$ cat src/hw/rtl/dflt_ram.sv
// Generic simple dual-port RAM with registered read data.
module dflt_ram #(
    parameter int WIDTH = 8,
    parameter int DEPTH = 16,
    localparam int AW = $clog2(DEPTH)
) (
    input  logic             i_clk,
    input  logic             i_wr_en,
    input  logic [AW-1:0]    i_wr_addr,
    input  logic [WIDTH-1:0] i_wr_data,
    input  logic [AW-1:0]    i_rd_addr,
    output logic [WIDTH-1:0] o_rd_data
);

    logic [WIDTH-1:0] r_mem [DEPTH];
    logic [WIDTH-1:0] r_rd_data;

    always_ff @(posedge i_clk) begin
        if (i_wr_en) begin
            r_mem[i_wr_addr] <= i_wr_data;
        end
        r_rd_data <= r_mem[i_rd_addr];
    end

    assign o_rd_data = r_rd_data;

endmodule

$ cat config.mk
export PLATFORM = sky130hd
export DESIGN_NAME = dflt_ram
export DESIGN_NICKNAME = d
export VERILOG_FILES = /design/src/hw/rtl/dflt_ram.sv
export SDC_FILE = /design/constraint.sdc
export NUM_CORES = 1
export LEC_CHECK = 0
export BUFFER_PORTS_ARGS = -buffer_cell sky130_fd_sc_hd__buf_2
export CORE_ASPECT_RATIO = 1.4
export CORE_MARGIN = 5
export CORE_UTILIZATION = 50
export CTS_CLUSTER_DIAMETER = 50
export DETAILED_ROUTE_END_ITERATION = 10
export PLACE_DENSITY = 0.82
export SLEW_MARGIN = 10
export SYNTH_ARGS = -nofsm -noshare
export SYNTH_HDL_FRONTEND = slang
export SYNTH_SLANG_ARGS = --single-unit
$ cat constraint.sdc
create_clock -name i_clk -period 1.8 [get_ports i_clk]
set_clock_uncertainty 0.2 [all_clocks]
set_input_delay 0.27 -clock i_clk [delete_from_list [all_inputs] [get_ports i_clk]]
set_output_delay 0.27 -clock i_clk [all_outputs]
set_load 0.005 [all_outputs]
==> parameters.txt <==
Parameter                              Value

CTS
  TritonCTS Buffers ... 17
  Count of hold-fix buffers inserted at cts ... 0
  Post-CTS Setup Repair Bufs ... 0
  CTS tree ... built
  Clock Latency Late Sink ... 0.41 ns
  Depth of the CTS H-tree ... 4
  Buffer depth of the longest clock path ... 2
  Clock-pin slew on the worst setup and hold paths ... 0.06 ns
  CTS Root Cell ... sky130_fd_sc_hd__clkbuf_16
  Post-cts sizing count ... 0
  Number of clock sinks ... 136

Setup path
  Type of element capturing the critical path ... flop
  CP Cell Sequence ... mux4_1 > a22oi_1 > nand2_1
  Reg-to-reg critical path endpoint ... o_rd_data[1]
  Count of cells along the worst register-to-register path ... 3
  Startpoint-to-endpoint class of the critical path ... reg -> reg
  Arr. time, crit path ... 1.73 ns
  Cell class contributing the biggest share of worst-path delay ... multiplexers
  R2R setup slack ... 0.17 ns
  Data required time at the worst endpoint ... 1.89 ns
  Critical R2R Launch ... r_mem[1][1]
  Longest individual stage delay on the worst path ... 0.53 ns
  Cell with the largest stage delay on the worst path ... sky130_fd_sc_hd__mux4_1
  Number of buffer and inverter stages on the critical path ... 0
  Setup crit start kind ... flop
  Critical Path Fanout Max ... 1

Finish
  Number of inserted diodes ... 0
  Layout Area Growth over Synthesis ... 18.8%
  Fill cells ... 716
  Most common library cell in the layout ignoring fill and taps ... sky130_fd_sc_hd__edfxtp_1
  Most frequent cells in the layout ... 128 x sky130_fd_sc_hd__edfxtp_1, 25 x sky130_fd_sc_hd__buf_2, 24 x sky130_fd_sc_hd__buf_4
  Area used by sequential logic in the layout ... 4000 sq um
  Cell Count, Final, Fillers Out ... 438
  Multi-input gate area in the final layout ... 1060 sq um
  Share of final-layout standard cells stronger than drive strength 1 ... 33.0%
  Final net count ... 308

STA
  Unrepaired setup endpoints after global routing ... no
  Part of the cycle the worst path needs ... 90.7%
  Worst-case hold slack ... 0.0318 ns
  Max-slew violation count ... 0
  Final Hold Viols ... 0
  Peak Freq ... 0.613 GHz
  Transition time at the pin with the least slew margin ... 0.696 ns
  Count of endpoints failing setup in the final report ... 0
  Setup TNS ... 0 ns
  Final worst path period need ... 1.63 ns
  Worst-case setup margin in the final layout ... 0.168 ns
  Worst slew slack as a fraction of its limit ... 53.5%

Power
  Leakage ... 0.00208 uW
  Power density over the cells ... 1120 nW/um^2
  Switching share of total power ... 21.1%
  Relative contribution of the clock network to total power ... 43.3%
  Share of total power in sequential cells ... 51.8%
  Total internal power ... 5420 uW
  Peak supply drop ... 0.894 mV
  Total power ... 6870 uW
  Power share of the combinational group ... 4.9%
  Power dissipated by switching net loads ... 1450 uW

Floorplan
  Number of rows created at floorplan ... 43
  Die width ... 95.8 um
  Vertical die dimension ... 130 um
  I/O pin cnt ... 26
  Area of the die ... 12500 sq um
  Core region area ... 10000 sq um
  Initial core utilization ... 51.4%

Global route
  Largest net degree at the start of global routing ... 33
  Wire length of the first global-routing pass ... 15.1 mm
  Remaining Overflow, GRT ... 0
  Number of antenna violations at the first check in global routing ... 0
  Vias in the first global route ... 2601
  Tot GR Track Use ... 17.5%

Yosys
  Count of unique library cells instantiated by Yosys ... 19
  Post-synthesis sequential area ratio ... 77.8%
  Synthesized instance count ... 229
  Synth Register Bits ... 136
  Combined area of all synthesized cells ... 5150 sq um
  Average size of a mapped cell ... 22.5 sq um
  Syn Nets ... 247
  Count of warnings emitted by yosys ... 0

Place
  HPWL after DPL ... 6.21 mm
  Count of buffers from port buffering ... 25
  Placer Congestion ... 0.789
  Number of cells after detailed placement ... 406
  Setup WS pre-CTS ... -0.113 ns

Routing
  ANT nets after route ... 0
  Number of design rule violations left after detail routing ... 0
  Via count of the routed design ... 2460
  Via count normalized by instance count ... 5.62
  Post-detailed-route wirelength per cell ... 22.2 um
  1st-pass router iterations ... 5
  Detailed router's first-iteration violation count ... 165
  Wire length reported by the detailed router ... 9.72 mm

Hold path
  Hold Path End ... r_mem[1][3]
  Hold Startpoint ... i_wr_data[3]
  Path class of the lowest-slack min-delay path ... in -> reg
  Instance count along the most critical hold path ... 1

Run status
  Status ... complete, no violations

Run
  Total of max-cap violations ... 0
-- Yosys cell counts (all sizes together) --
cell type / number / area [sq um]
edfxtp: 128 / 3840
mux4: 32 / 773
a22oi: 16 / 120
nor2: 13 / 48.8
nand2: 9 / 33.8
dfxtp: 8 / 160
buf: 7 / 56.3
nor3: 4 / 20.0
clkdlybuf4s25: 3 / 30.0
nand2b: 2 / 12.5
nand3b: 2 / 15.0
and2: 1 / 6.26
and2b: 1 / 7.51
nand3: 1 / 5.00
nor2b: 1 / 6.26
or3b: 1 / 8.76
-- per-layer routing --
layer | part of all wire [%] | routed length [um] | global-route usage, % | vias up
met3 | 4.9 | 475 | 6.11 | 15
met2 | 54 | 5230 | 29.2 | 79
met5 | 0 | 0 | 0 | -
li1 | - | - | - | 1094
met1 | 40 | 3860 | 21.3 | 1272
met4 | 1.6 | 159 | 5.95 | 0
-- power by group through the flow --
stage | combinational (uW) | sequential [uW] | clock (uW)
after global routing | 367 | 3570 | 3180
after detailed placement | 338 | 3630 | 0
after CTS | 341 | 3560 | 3010
after global placement | 326 | 3620 | 0
after floorplan | 180 | 3620 | 0
final | 336 | 3560 | 2970
-- worst register-to-register path, stage by stage (launching register included) --
cell and delay [ns]:
sky130_fd_sc_hd__edfxtp_1 0.36, sky130_fd_sc_hd__mux4_1 0.53, sky130_fd_sc_hd__a22oi_1 0.30, sky130_fd_sc_hd__nand2_1 0.11
-- worst max-delay path by stage --
stage,from,end,slack (ns),depth (start not counted)
final,r_mem[1][1],o_rd_data[1],0.17,3
after global routing,r_mem[1][1],o_rd_data[1],0.11,3
after CTS,r_mem[1][1],o_rd_data[1],0.18,3
after detailed placement,i_rd_addr[0],o_rd_data[1],-0.11,5
after global placement,i_rd_addr[0],o_rd_data[1],-0.04,5
after floorplan,i_wr_addr[2],r_mem[3][0],0.06,2
-- state kept, by name (all words and copies together) (netlist names) --
| signal | count |
|---|---|
| r_mem | 128 |
| o_rd_data | 8 |
-- final cells by class --
class / count / share of cell area (%)
clock inverter: 14 / 1.41
multi-input combinational: 83 / 17.4
timing repair buffer: 52 / 5.97
clock buffer: 18 / 7.02
sequential: 136 / 65.5
tap: 135 / 2.76
-- kinds of logic (layout without fill, tap and decap cells) --
group	count (synthesis)	after routing	synth area share, %
AO/OA/AOI/OAI	16	16	2.33
AND/OR/NAND/NOR	35	35	3.18
multiplexers	32	32	15.0
buffers and inverters	10	84	1.68
flip-flops	136	136	77.8
-- stage by stage --
stage               cell area (sq um)  util, %
floorplan                        5150        -
global placement                 5600     56.0
detailed placement               5600     56.0
CTS                              6120     61.1
global route                     6120     61.1
finish                           6120     61.1
Note: power is estimated with default switching activity, not from simulation.
