## src/hw/rtl/dflt_pkg.sv

```systemverilog
// Shared types, codes and constants of the deduplicating flow log table.
package dflt_pkg;

    localparam int DFLT_DEPTH = 64;

    localparam logic [1:0] REQ_ADD   = 2'd0;
    localparam logic [1:0] REQ_READ  = 2'd1;
    localparam logic [1:0] REQ_CLEAR = 2'd2;

    typedef enum logic [1:0] {
        ST_DONE   = 2'd0,
        ST_MERGED = 2'd1,
        ST_FULL   = 2'd2,
        ST_RANGE  = 2'd3
    } t_status;

    typedef struct packed {
        logic [1:0]        req_type;
        logic [31:0]       pkt_timestamp;
        logic [7:0]        pkt_protocol;
        logic [7:0]        pkt_action;
        logic [7:0]        pkt_hook;
        logic [31:0]       pkt_src_ip;
        logic [31:0]       pkt_dst_ip;
        logic [15:0]       pkt_src_port;
        logic [15:0]       pkt_dst_port;
        logic signed [7:0] pkt_reason;
        logic [5:0]        read_index;
    } t_req;

    typedef struct packed {
        t_status           status;
        logic [6:0]        entries_in_use;
        logic [31:0]       out_timestamp;
        logic [7:0]        out_protocol;
        logic [7:0]        out_action;
        logic [7:0]        out_hook;
        logic [31:0]       out_src_ip;
        logic [31:0]       out_dst_ip;
        logic [15:0]       out_src_port;
        logic [15:0]       out_dst_port;
        logic signed [7:0] out_reason;
        logic [31:0]       out_count;
    } t_rsp;

    // Flow key: every packet field but the timestamp.
    typedef struct packed {
        logic [31:0] src_ip;
        logic [31:0] dst_ip;
        logic [15:0] sport;
        logic [15:0] dport;
        logic [7:0]  protocol;
        logic [7:0]  action;
        logic [7:0]  hook;
        logic [7:0]  reason;
    } t_key;

    typedef struct packed {
        t_key        key;
        logic [31:0] tstamp;
        logic [31:0] hits;
    } t_entry;

    localparam int ENTRY_W = $bits(t_entry);

endpackage

```

## src/hw/rtl/dflt_match.sv

```systemverilog
// Shared key compare unit with saturating hit-count increment.
module dflt_match import dflt_pkg::*; (
    input  logic        i_vld,
    input  t_key        i_key,
    input  t_entry      i_ent,
    output logic        o_hit,
    output logic [31:0] o_hits_inc
);

    assign o_hit      = i_vld && (i_ent.key == i_key);
    // Hold the count at its maximum instead of wrapping.
    assign o_hits_inc = (&i_ent.hits) ? i_ent.hits : i_ent.hits + 32'd1;

endmodule
```

## config.mk

```make
export PLATFORM = sky130hd
export DESIGN_NAME = dflt_match
export DESIGN_NICKNAME = d
export VERILOG_FILES = /design/src/hw/rtl/dflt_pkg.sv /design/src/hw/rtl/dflt_match.sv
export SDC_FILE = /design/constraint.sdc
export NUM_CORES = 1
export LEC_CHECK = 0
export ABC_AREA = 1
export BUFFER_PORTS_ARGS = -buffer_cell sky130_fd_sc_hd__buf_2
export CELL_PAD_IN_SITES_DETAIL_PLACEMENT = 1
export CELL_PAD_IN_SITES_GLOBAL_PLACEMENT = 1
export CORE_UTILIZATION = 18
export DETAILED_ROUTE_END_ITERATION = 16
export PLACE_DENSITY_LB_ADDON = 0.1
export REMOVE_ABC_BUFFERS = 1
export SETUP_SLACK_MARGIN = 0.4
export SLEW_MARGIN = 20
export SYNTH_ARGS = -nofsm -noshare
export SYNTH_HDL_FRONTEND = slang
export SYNTH_SLANG_ARGS = --single-unit
```

## constraint.sdc

```tcl
create_clock -name vclk -period 1.5
set_input_delay 0.3 -clock vclk [all_inputs]
set_output_delay 0.3 -clock vclk [all_outputs]
set_load 0.01 [all_outputs]
```

==> results of run 1 <==
==> cell type report <==
type                            instances  area share, %
Antenna cell                            2         0.0746
Inverter                              171           9.72
Timing Repair Buffer                  406           38.8
Multi-Input combinational cell        581           47.1
Tap cell                              229           4.27
==> layout by cell type, fill, tap and decap left out, types with 5 or more instances in the layout <==
cell | netlist | routed
inv_1 | 166 | 157
inv_2 | 5 | 10
nor3_4 | 1 | 10
nand2_4 | 0 | 8
nand3_2 | 0 | 12
nor2_2 | 2 | 20
nor3_2 | 8 | 7
nand4_1 | 6 | 6
nand2_2 | 3 | 15
xor2_1 | 11 | 9
o21ai_0 | 56 | 42
buf_4 | 0 | 79
or2_2 | 6 | 5
buf_6 | 1 | 43
nand3_1 | 39 | 19
o21ai_2 | 1 | 6
nand3_4 | 0 | 8
xnor2_1 | 22 | 21
nor2_1 | 103 | 81
o21ai_1 | 0 | 9
buf_2 | 2 | 275
nand2_1 | 297 | 275
==> worst max-delay path by stage <==
stage | start | to
floorplan | i_ent[0] | o_hits_inc[0]
global placement | i_ent[14] | o_hits_inc[24]
detailed placement | i_ent[14] | o_hits_inc[24]
CTS | i_ent[14] | o_hits_inc[6]
global route | i_ent[14] | o_hits_inc[0]
finish | i_ent[14] | o_hits_inc[0]
==> per-stage QoR <==
stage               setup slack, ps  total power [mW]  utilization, %
finish                         -413              1.49            37.3
global route                   -475              1.66            37.3
CTS                            -380              1.42            35.3
detailed placement             -484              1.29            32.0
global placement               -456              1.27            32.0
floorplan                      -280             0.523               -
==> timing repair <==
action | in CTS | in global routing
pin swaps | 54 | 49
setup buffers | 6 | 1
endpoints found under the setup margin | 33 | 33
gates cloned | 1 | 1
resized for setup | 132 | 78
==> logic make-up (layout without fill, tap and decap cells) <==
| kind of cell | Yosys count | in the layout |
|---|---|---|
| other cells | 0 | 2 |
| xor+xnor | 33 | 33 |
| fa+ha+maj | 1 | 1 |
| buf+inv | 174 | 577 |
| compound gates | 61 | 61 |
| simple gates | 486 | 486 |
==> worst max-delay path: stages <==
cell and delay, ps:
buf_6 70, buf_6 70, nand4_1 140, nor3_2 230, nand3_4 150, inv_4 110, nand2_8 90, buf_12 150
xor2_1 130, buf_2 150
==> routing by layer <==
| layer | track usage (%) | part of all wire, % | vias to the layer above |
|---|---|---|---|
| li1 | - | - | 3055 |
| met1 | 19.5 | 38 | 2497 |
| met2 | 37.7 | 54 | 165 |
| met3 | 3.50 | 6.1 | 23 |
| met4 | 2.50 | 1.4 | 6 |
| met5 | 0 | 0.24 | - |
==> where the power goes <==
| part | switching, mW | total [mW] | internal, mW |
|---|---|---|---|
| clock network | 0 | 0.000000178 | 0.000000178 |
| registers | 0 | 0 | 0 |
| logic | 0.722 | 1.49 | 0.765 |
==> impl_results.md, run 1 <==
* Post-synthesis mux area share at 0%
* Post-route ant nets at 0
* Critical Path Fanout Max at 6
* WL final at 18700 µm
* Post-Layout Inst Area at ~0.0067 mm²
* XOR/XNOR Fraction of Synth Area at 8.75%
* Post-synthesis compound-gate area fraction at 9.51%
* Library cells used by synthesis at 26
* DRT iter0 DRCs at just under 80
* Pins Over Slew Limit at 0
* Final worst path period share at 128%
* Core area at 0.0180 mm²
* Status: finished, violations left
* Post-synthesis adder-cell area fraction at less than 1%
* Leakage power at around 4.0 nW
* Fmax at around 520 MHz
* Initial Utilization at 18.4%
* Area occupied by multi-input gates at between 0.003 and 0.004 mm²
* Largest area contributor in the netlist: nand2_1
* Post-DP HPWL at roughly 17000 µm
* Hold Path Origin: i_ent[31]
* Overall global routing resource usage at a little under a fifth
* Failing checks: negative setup slack
* Worst Slack Setup Final at -413 ps
* Largest net degree at the start of global routing at 10
* Setup crit end kind: primary output
* Most frequent cell after synthesis: nand2_1
* Synth-to-Final Area Change at 103%
* Max Cap Viol at 0
* First-pass GRT wire length at between 20000 and 30000 µm
* Rel. slew slack at between 70% and 80%
* Top-area cell type share of the netlist area at 33.8%
* Ratio of cells with drive above 1 in the final layout at 45.3%
* Min-Delay Endpoint: o_hits_inc[31]
* Filler Cell Count at 2578
* Maximum VDD drop at 0.0000924 V
* Initial antenna violation count at 5
* Placed cells at between 1000 and 1500
* Top cells by count, synth: nand2_1, inv_1, nor2_1
* DIE HEIGHT at roughly 140 µm
* Final setup fails at 33
* Endpoints failing hold at 0
* Critical Path Start Type: input pin
* FF+latch count at 0
* Worst endpoint required time at roughly 1200 ps
* Die ar. at between 0.015 and 0.02 mm²
* Worst hold stages at 4
* Post-Syn Area at between 0.003 and 0.004 mm²
* Drt pass-1 iters at 4
* Worst Hold Class: in -> out
* Synth warn at 0
* RSZ-0062 raised after global routing: yes
* Pwr Density at about 220 mW/mm²
* Hold WS at between 900 and 1000 ps
* Ports at around 350
* Slew @ Worst Pin at 318 ps
* Number of buffers added on ports at 322
* Hold_buf cts at 0
* Gpl congestion at roughly 0.85
* Wire per inst at around 13 µm
* Vias/cell at 4.14
* Setup TNS at -10750 ps
* CP arrival at 1610 ps
* Die Width at 137 µm
* Post-synthesis simple-gate area fraction at approximately three fifths
* Vias at 5746
* Cell Area, Placed at 0.00575 mm²
* Synth area leaders: nand2_1, inv_1, nor2_1, o21ai_0, nand3_1
* Layout Cells excl Fill at between 1000 and 1500
* GR Overflow Total at 0
* Sequential-to-total area share from yosys stat at 0%
* Fin crit period at between 1500 and 2000 ps
* Site Rows at between 40 and 50
* Vias in the first global route at 5667
* Synthesized area per cell at between 4 and 5 µm²
* Residual DRC count at 0
* Largest family of logic cells by synthesized area: simple AND/OR/NAND/NOR gates
* Fin nets at between 1000 and 1500
* # clk buffers at 0
* Post-Syn Instances at roughly 760
* CP Class: in -> out
* Seq. cell area at 0 µm²
Power figures use the tool's default switching activity.
==> run 2: changes to the inputs <==
--- a/config.mk
+++ b/config.mk
@@ -9,8 +9,9 @@
 export BUFFER_PORTS_ARGS = -buffer_cell sky130_fd_sc_hd__buf_2
 export CELL_PAD_IN_SITES_DETAIL_PLACEMENT = 1
 export CELL_PAD_IN_SITES_GLOBAL_PLACEMENT = 1
-export CORE_UTILIZATION = 18
+export CORE_AREA = 2 2 136 138
 export DETAILED_ROUTE_END_ITERATION = 16
+export DIE_AREA = 0 0 138 140
 export PLACE_DENSITY_LB_ADDON = 0.1
 export REMOVE_ABC_BUFFERS = 1
 export SETUP_SLACK_MARGIN = 0.4
==> constraint.sdc (replaced) <==
create_clock -name vclk -period 2
set_input_delay 0.4 -clock vclk [all_inputs]
set_output_delay 0.4 -clock vclk [all_outputs]
set_load 0.01 [all_outputs]
==> run 2 against run 1 <==
Net effect:
- largest cell class unchanged
- sequential share of layout area unchanged
- worst hold slack improved by 200 ps
- final cell count decreased by 1.0%
- the flow still finishes with violations (negative setup slack)
- wire length is 3.1% higher
==> impl_results.md, run 2 (synthesized netlist as in run 1, its figures left out) <==
* Status: finished, violations left
* Failing checks: negative setup slack
* GR Overflow Total at 0 (unchanged)
* Core area at 0.0178 mm² (-1.0%)
* Critical Path Fanout Max at 5 (-1)
* Crit path from: i_ent[15]
* Vias in the first global route at 5894 (+4.0%)
* Leakage power at 4.06 nW (+0.52%)
* Vias/cell at 4.21 (+1.7%)
* Pins Over Slew Limit at 0 (unchanged)
* Residual DRC count at 0 (unchanged)
* Most common cell after layout, fill and taps aside: buf_2
* CP Class: in -> out
* First-pass GRT wire length at 28400 µm (+5.3%)
* Drt pass-1 iters at 4 (unchanged)
* Number of buffers added on ports at 322 (unchanged)
* Overall global routing resource usage at 17.9% (-0.56 points)
* Setup crit end kind: primary output
* Commonest cells after routing, fill and taps aside: buf_2, nand2_1, inv_1
* Maximum VDD drop at 0.0000834 V (-9.7%)
* Critical Path Start Type: input pin
* WL final at 19300 µm (+3.1%)
* Slew @ Worst Pin at 324 ps (+5.47 ps)
* Wire per inst at 14.0 µm (+4.2%)
* Post-route ant nets at 0 (unchanged)
* Worst Slack Setup Final at -105 ps (+308 ps)
* Synth-to-Final Area Change at 106%
* Fmax at between 400 and 500 MHz
* CP arrival at 1700 ps (+90 ps)
* Hold WS at 1100 ps (+198 ps)
* Rel. slew slack at 78.2% (-0.37 points)
* Max Cap Viol at 0 (unchanged)
* Seq. cell area at 0 µm² (unchanged)
* # clk buffers at 0 (unchanged)
* Pwr Density at 164 mW/mm² (-26%)
* Initial antenna violation count at 4 (-1)
* Post-DP HPWL at 16900 µm (-2.3%)
* FF+latch count at 0 (unchanged)
* Fin crit period at ~2100 ps
* Die Width at 138 µm (+0.41%)
* DRT iter0 DRCs at 72 (-6.5%)
* Post-Route Utilization at 38.3% (+1.0 points)
* Setup slack at placement at -167 ps (+317 ps)
* Fin nets at 1468 (-0.94%)
* Vias at 5785 (+0.68%)
* Filler Cell Count at 2510 (-2.6%)
* DIE HEIGHT at 140 µm (+1.9%)
* Initial Utilization at 18.6% (+0.19 points)
* Site Rows at 49 (unchanged)
* Ratio of cells with drive above 1 in the final layout at 48.5% (+3.2 points)
* Largest net degree at the start of global routing at 11 (+1)
* Worst endpoint required time at 1600 ps (+400 ps)
* Gpl congestion at 0.808 (-5.3%)
* Area occupied by multi-input gates at 0.00329 mm² (+4.0%)
* Endpoints failing hold at 0 (unchanged)
* Setup TNS at -589 ps (+10160 ps)
* RSZ-0062 raised after global routing: yes
* Worst Hold Class: in -> out
* Crit path to: o_hits_inc[0]
* Tot Pwr at 1.12 mW (-25%)
* Final worst path period share at 105%
* Die ar. at 0.0193 mm² (+2.3%)
* Final setup fails at 22 (-33%)
* Ports at 354 (unchanged)
==> run 2: worst min path at each step <==
| stage | from | end | slack, ps | cells after the start |
|---|---|---|---|---|
| final | i_ent[31] | o_hits_inc[31] | 1100 | 4 |
| after global routing | i_ent[29] | o_hits_inc[29] | 1110 | 4 |
| after CTS | i_ent[29] | o_hits_inc[29] | 1100 | 4 |
| after detailed placement | i_ent[29] | o_hits_inc[29] | 1120 | 4 |
| after global placement | i_ent[31] | o_hits_inc[31] | 1110 | 4 |
| after floorplan | i_ent[0] | o_hits_inc[0] | 880 | 1 |
==> run 2: worst max-delay path, cell delays in order <==
cell,delay (ps)
buf_8,80
nand4_1,200
nor3_4,220
nand3_4,150
inv_4,110
nand2_8,90
buf_12,160
xor2_1,150
buf_2,130
==> run 2: where the power goes <==
group	internal (mW)	switching, mW	total, mW
Clock	0.000000134	0	0.000000134
Sequential	0	0	0
Combinational	0.571	0.544	1.12
==> run 2: metal layers <==
metal	GRT usage, %	part of all wire (%)	vias to the layer above
met3	3.42	5.8	24
li1	-	-	3029
met4	1.40	1.2	4
met1	20.1	38	2546
met5	0	0.16	-
met2	36.1	55	182
==> run 2: timing repair <==
item | 4_1_cts | 5_1_grt
cloned | 2 | 0
buffers inserted | 13 | 11
setup endpoints to repair | 33 | 33
pin swaps | 29 | 102
endpoints found under the hold margin | 0 | 0
hold buffers | 0 | 0
gates resized for setup | 115 | 187
==> run 2: final cells by class <==
cell class,count,share of cell area (%)
inverter,171,9.56
antenna,2,0.0734
timing repair buffer,392,38.0
multi-input combinational,581,48.2
tap,229,4.20
==> run 2: metrics by stage <==
step,cells,area [µm²]
floorplan,752,3280
global placement,1347,5520
detailed placement,1347,5520
CTS,1362,6110
global route,1375,6820
finish,1375,6820
==> run 3: changes to the inputs <==
--- a/config.mk
+++ b/config.mk
@@ -12,6 +12,7 @@
 export CORE_AREA = 2 2 136 138
 export DETAILED_ROUTE_END_ITERATION = 16
 export DIE_AREA = 0 0 138 140
+export MAX_ROUTING_LAYER = met4
 export PLACE_DENSITY_LB_ADDON = 0.1
 export REMOVE_ABC_BUFFERS = 1
 export SETUP_SLACK_MARGIN = 0.4
==> run 3 against run 2 <==
Net effect:
- the run still ends with negative setup slack left
- via count decreased by 0.22%
- combinational power about the same
- cell area about the same
- total power about the same
- sequential share of layout area unchanged
- largest cell class unchanged
==> impl_results.md, run 3 (synthesized netlist as in run 1, its figures left out) <==
* Initial Utilization at 18.6% (unchanged)
* Placed cells at 1347 (unchanged)
* First-pass GRT wire length at 28400 µm (-0.31%)
* Pwr Density at 164 mW/mm² (about the same)
* Fin crit period at 2100 ps (-4.69 ps)
* Slew @ Worst Pin at 324 ps (-0.00155 ps)
* RSZ-0062 raised after global routing: yes
* Gpl congestion at 0.820 (+1.5%)
* Post-Route Utilization at 38.3% (about the same)
* Maximum VDD drop at 0.0000834 V (about the same)
* Initial antenna violation count at 4 (unchanged)
* Setup slack at placement at -167 ps (unchanged)
* Number of buffers and inverters on the critical path at 4 (unchanged)
* Critical Path Fanout Max at 5 (unchanged)
* Number of buffers added on ports at 322 (unchanged)
* Vias in the first global route at 5916 (+0.37%)
* Commonest cells after routing, fill and taps aside: buf_2, nand2_1, inv_1
* Largest net degree at the start of global routing at 11 (unchanged)
* Hold WS at 1100 ps (+0.0100 ps)
* Leakage power at 4.05 nW (-0.12%)
* Tot Pwr at 1.12 mW (about the same)
* Fmax at 476 MHz (+0.22%)
* Ports at 354 (unchanged)
* Post-DP HPWL at 16900 µm (unchanged)
* Cell Area, Placed at 0.00552 mm² (unchanged)
* Drt pass-1 iters at 4 (unchanged)
* Vias/cell at 4.19 (-0.30%)
* Worst endpoint required time at 1600 ps (about the same)
* CP arrival at 1700 ps (about the same)
* DRT iter0 DRCs at 67 (-6.9%)
* Fin nets at 1467 (-0.068%)
* Worst Hold Class: in -> out
* Slowest CP cell: nor3_4
* Residual DRC count at 0 (unchanged)
* Filler Cell Count at 2513 (+0.12%)
* Max incr delay on CP at 210 ps (about the same)
* Final worst path period share at 105% (-0.23 points)
* GR Overflow Total at 0 (unchanged)
* Endpoints failing hold at 0 (unchanged)
* Seq. cell area at 0 µm² (unchanged)
* Synth-to-Final Area Change at 106% (about the same)
* Vias at 5772 (-0.22%)
* Site Rows at 49 (unchanged)
* Worst Slack Setup Final at -100 ps (+4.69 ps)
* Final setup fails at 21 (-4.5%)
* Setup crit end kind: primary output
* Die ar. at 0.0193 mm² (unchanged)
* # clk buffers at 0 (unchanged)
* Setup TNS at -591 ps (-2.14 ps)
* Status: finished, violations left
* WL final at 19400 µm (+0.67%)
* Post-Layout Inst Area at 0.00682 mm² (about the same)
* Ratio of cells with drive above 1 in the final layout at 48.5% (about the same)
* Layout Cells excl Fill at 1376 (+0.073%)
* Failing checks: negative setup slack
* Rel. slew slack at 78.2% (about the same)
* Pins Over Slew Limit at 0 (unchanged)
* Top delay family on crit path: simple AND/OR/NAND/NOR gates
* Post-route ant nets at 0 (unchanged)
* FF+latch count at 0 (unchanged)
* Max Cap Viol at 0 (unchanged)
* Most common cell after layout, fill and taps aside: buf_2
* DIE HEIGHT at 140 µm (unchanged)
* Core area at 0.0178 mm² (unchanged)
* Overall global routing resource usage at 18.5% (+0.54 points)
* Crit-path cells: buf_6 > nand4_1 > nor3_4 > nand3_4 > inv_4 > nand2_8 > buf_12 > xor2_1 > buf_2
* Die Width at 138 µm (unchanged)
* Hold_buf cts at 0 (unchanged)
* Critical Path Start Type: input pin
* Wire per inst at 14.1 µm (+0.60%)
* CP Class: in -> out
[run 3: changes by cell type in the layout (fill, tap and decap cells not counted), sizes merged]
cell and change:
diode +2, buf -1
[run 3: what timing repair did]
action	in CTS	in global routing
buffers inserted	13	10
gates resized for setup	115	187
setup endpoints to repair	33	33
pin swaps	29	102
cloned	2	0
[run 3: routing by layer]
| metal | vias up | global-route usage, % | share of wire [%] |
|---|---|---|---|
| met1 | 2548 | 20.9 | 39 |
| met4 | 0 | 1.40 | 1.4 |
| met3 | 18 | 2.26 | 4.5 |
| met5 | - | - | 0 |
| met2 | 175 | 36.1 | 55 |
| li1 | 3031 | - | - |
[run 3: path summary, 6_finish.rpt]
kind | to | cells past startpoint | slack, ps | startpoint
worst max-delay path | o_hits_inc[0] | 9 | -100 | i_ent[14]
worst min-delay path | o_hits_inc[31] | 4 | 1100 | i_ent[31]
[run 3: where the power goes]
part	internal (mW)	switching (mW)
registers	0	0
logic	0.570	0.546
clock network	0.000000268	0
[run 3: area by class of cell]
type | count | area, µm² | area share, %
Timing Repair Buffer | 391 | 2580 | 37.9
Tap cell | 229 | 287 | 4.20
Multi-Input combinational cell | 581 | 3290 | 48.2
Inverter | 171 | 652 | 9.56
Antenna cell | 4 | 10.0 | 0.147
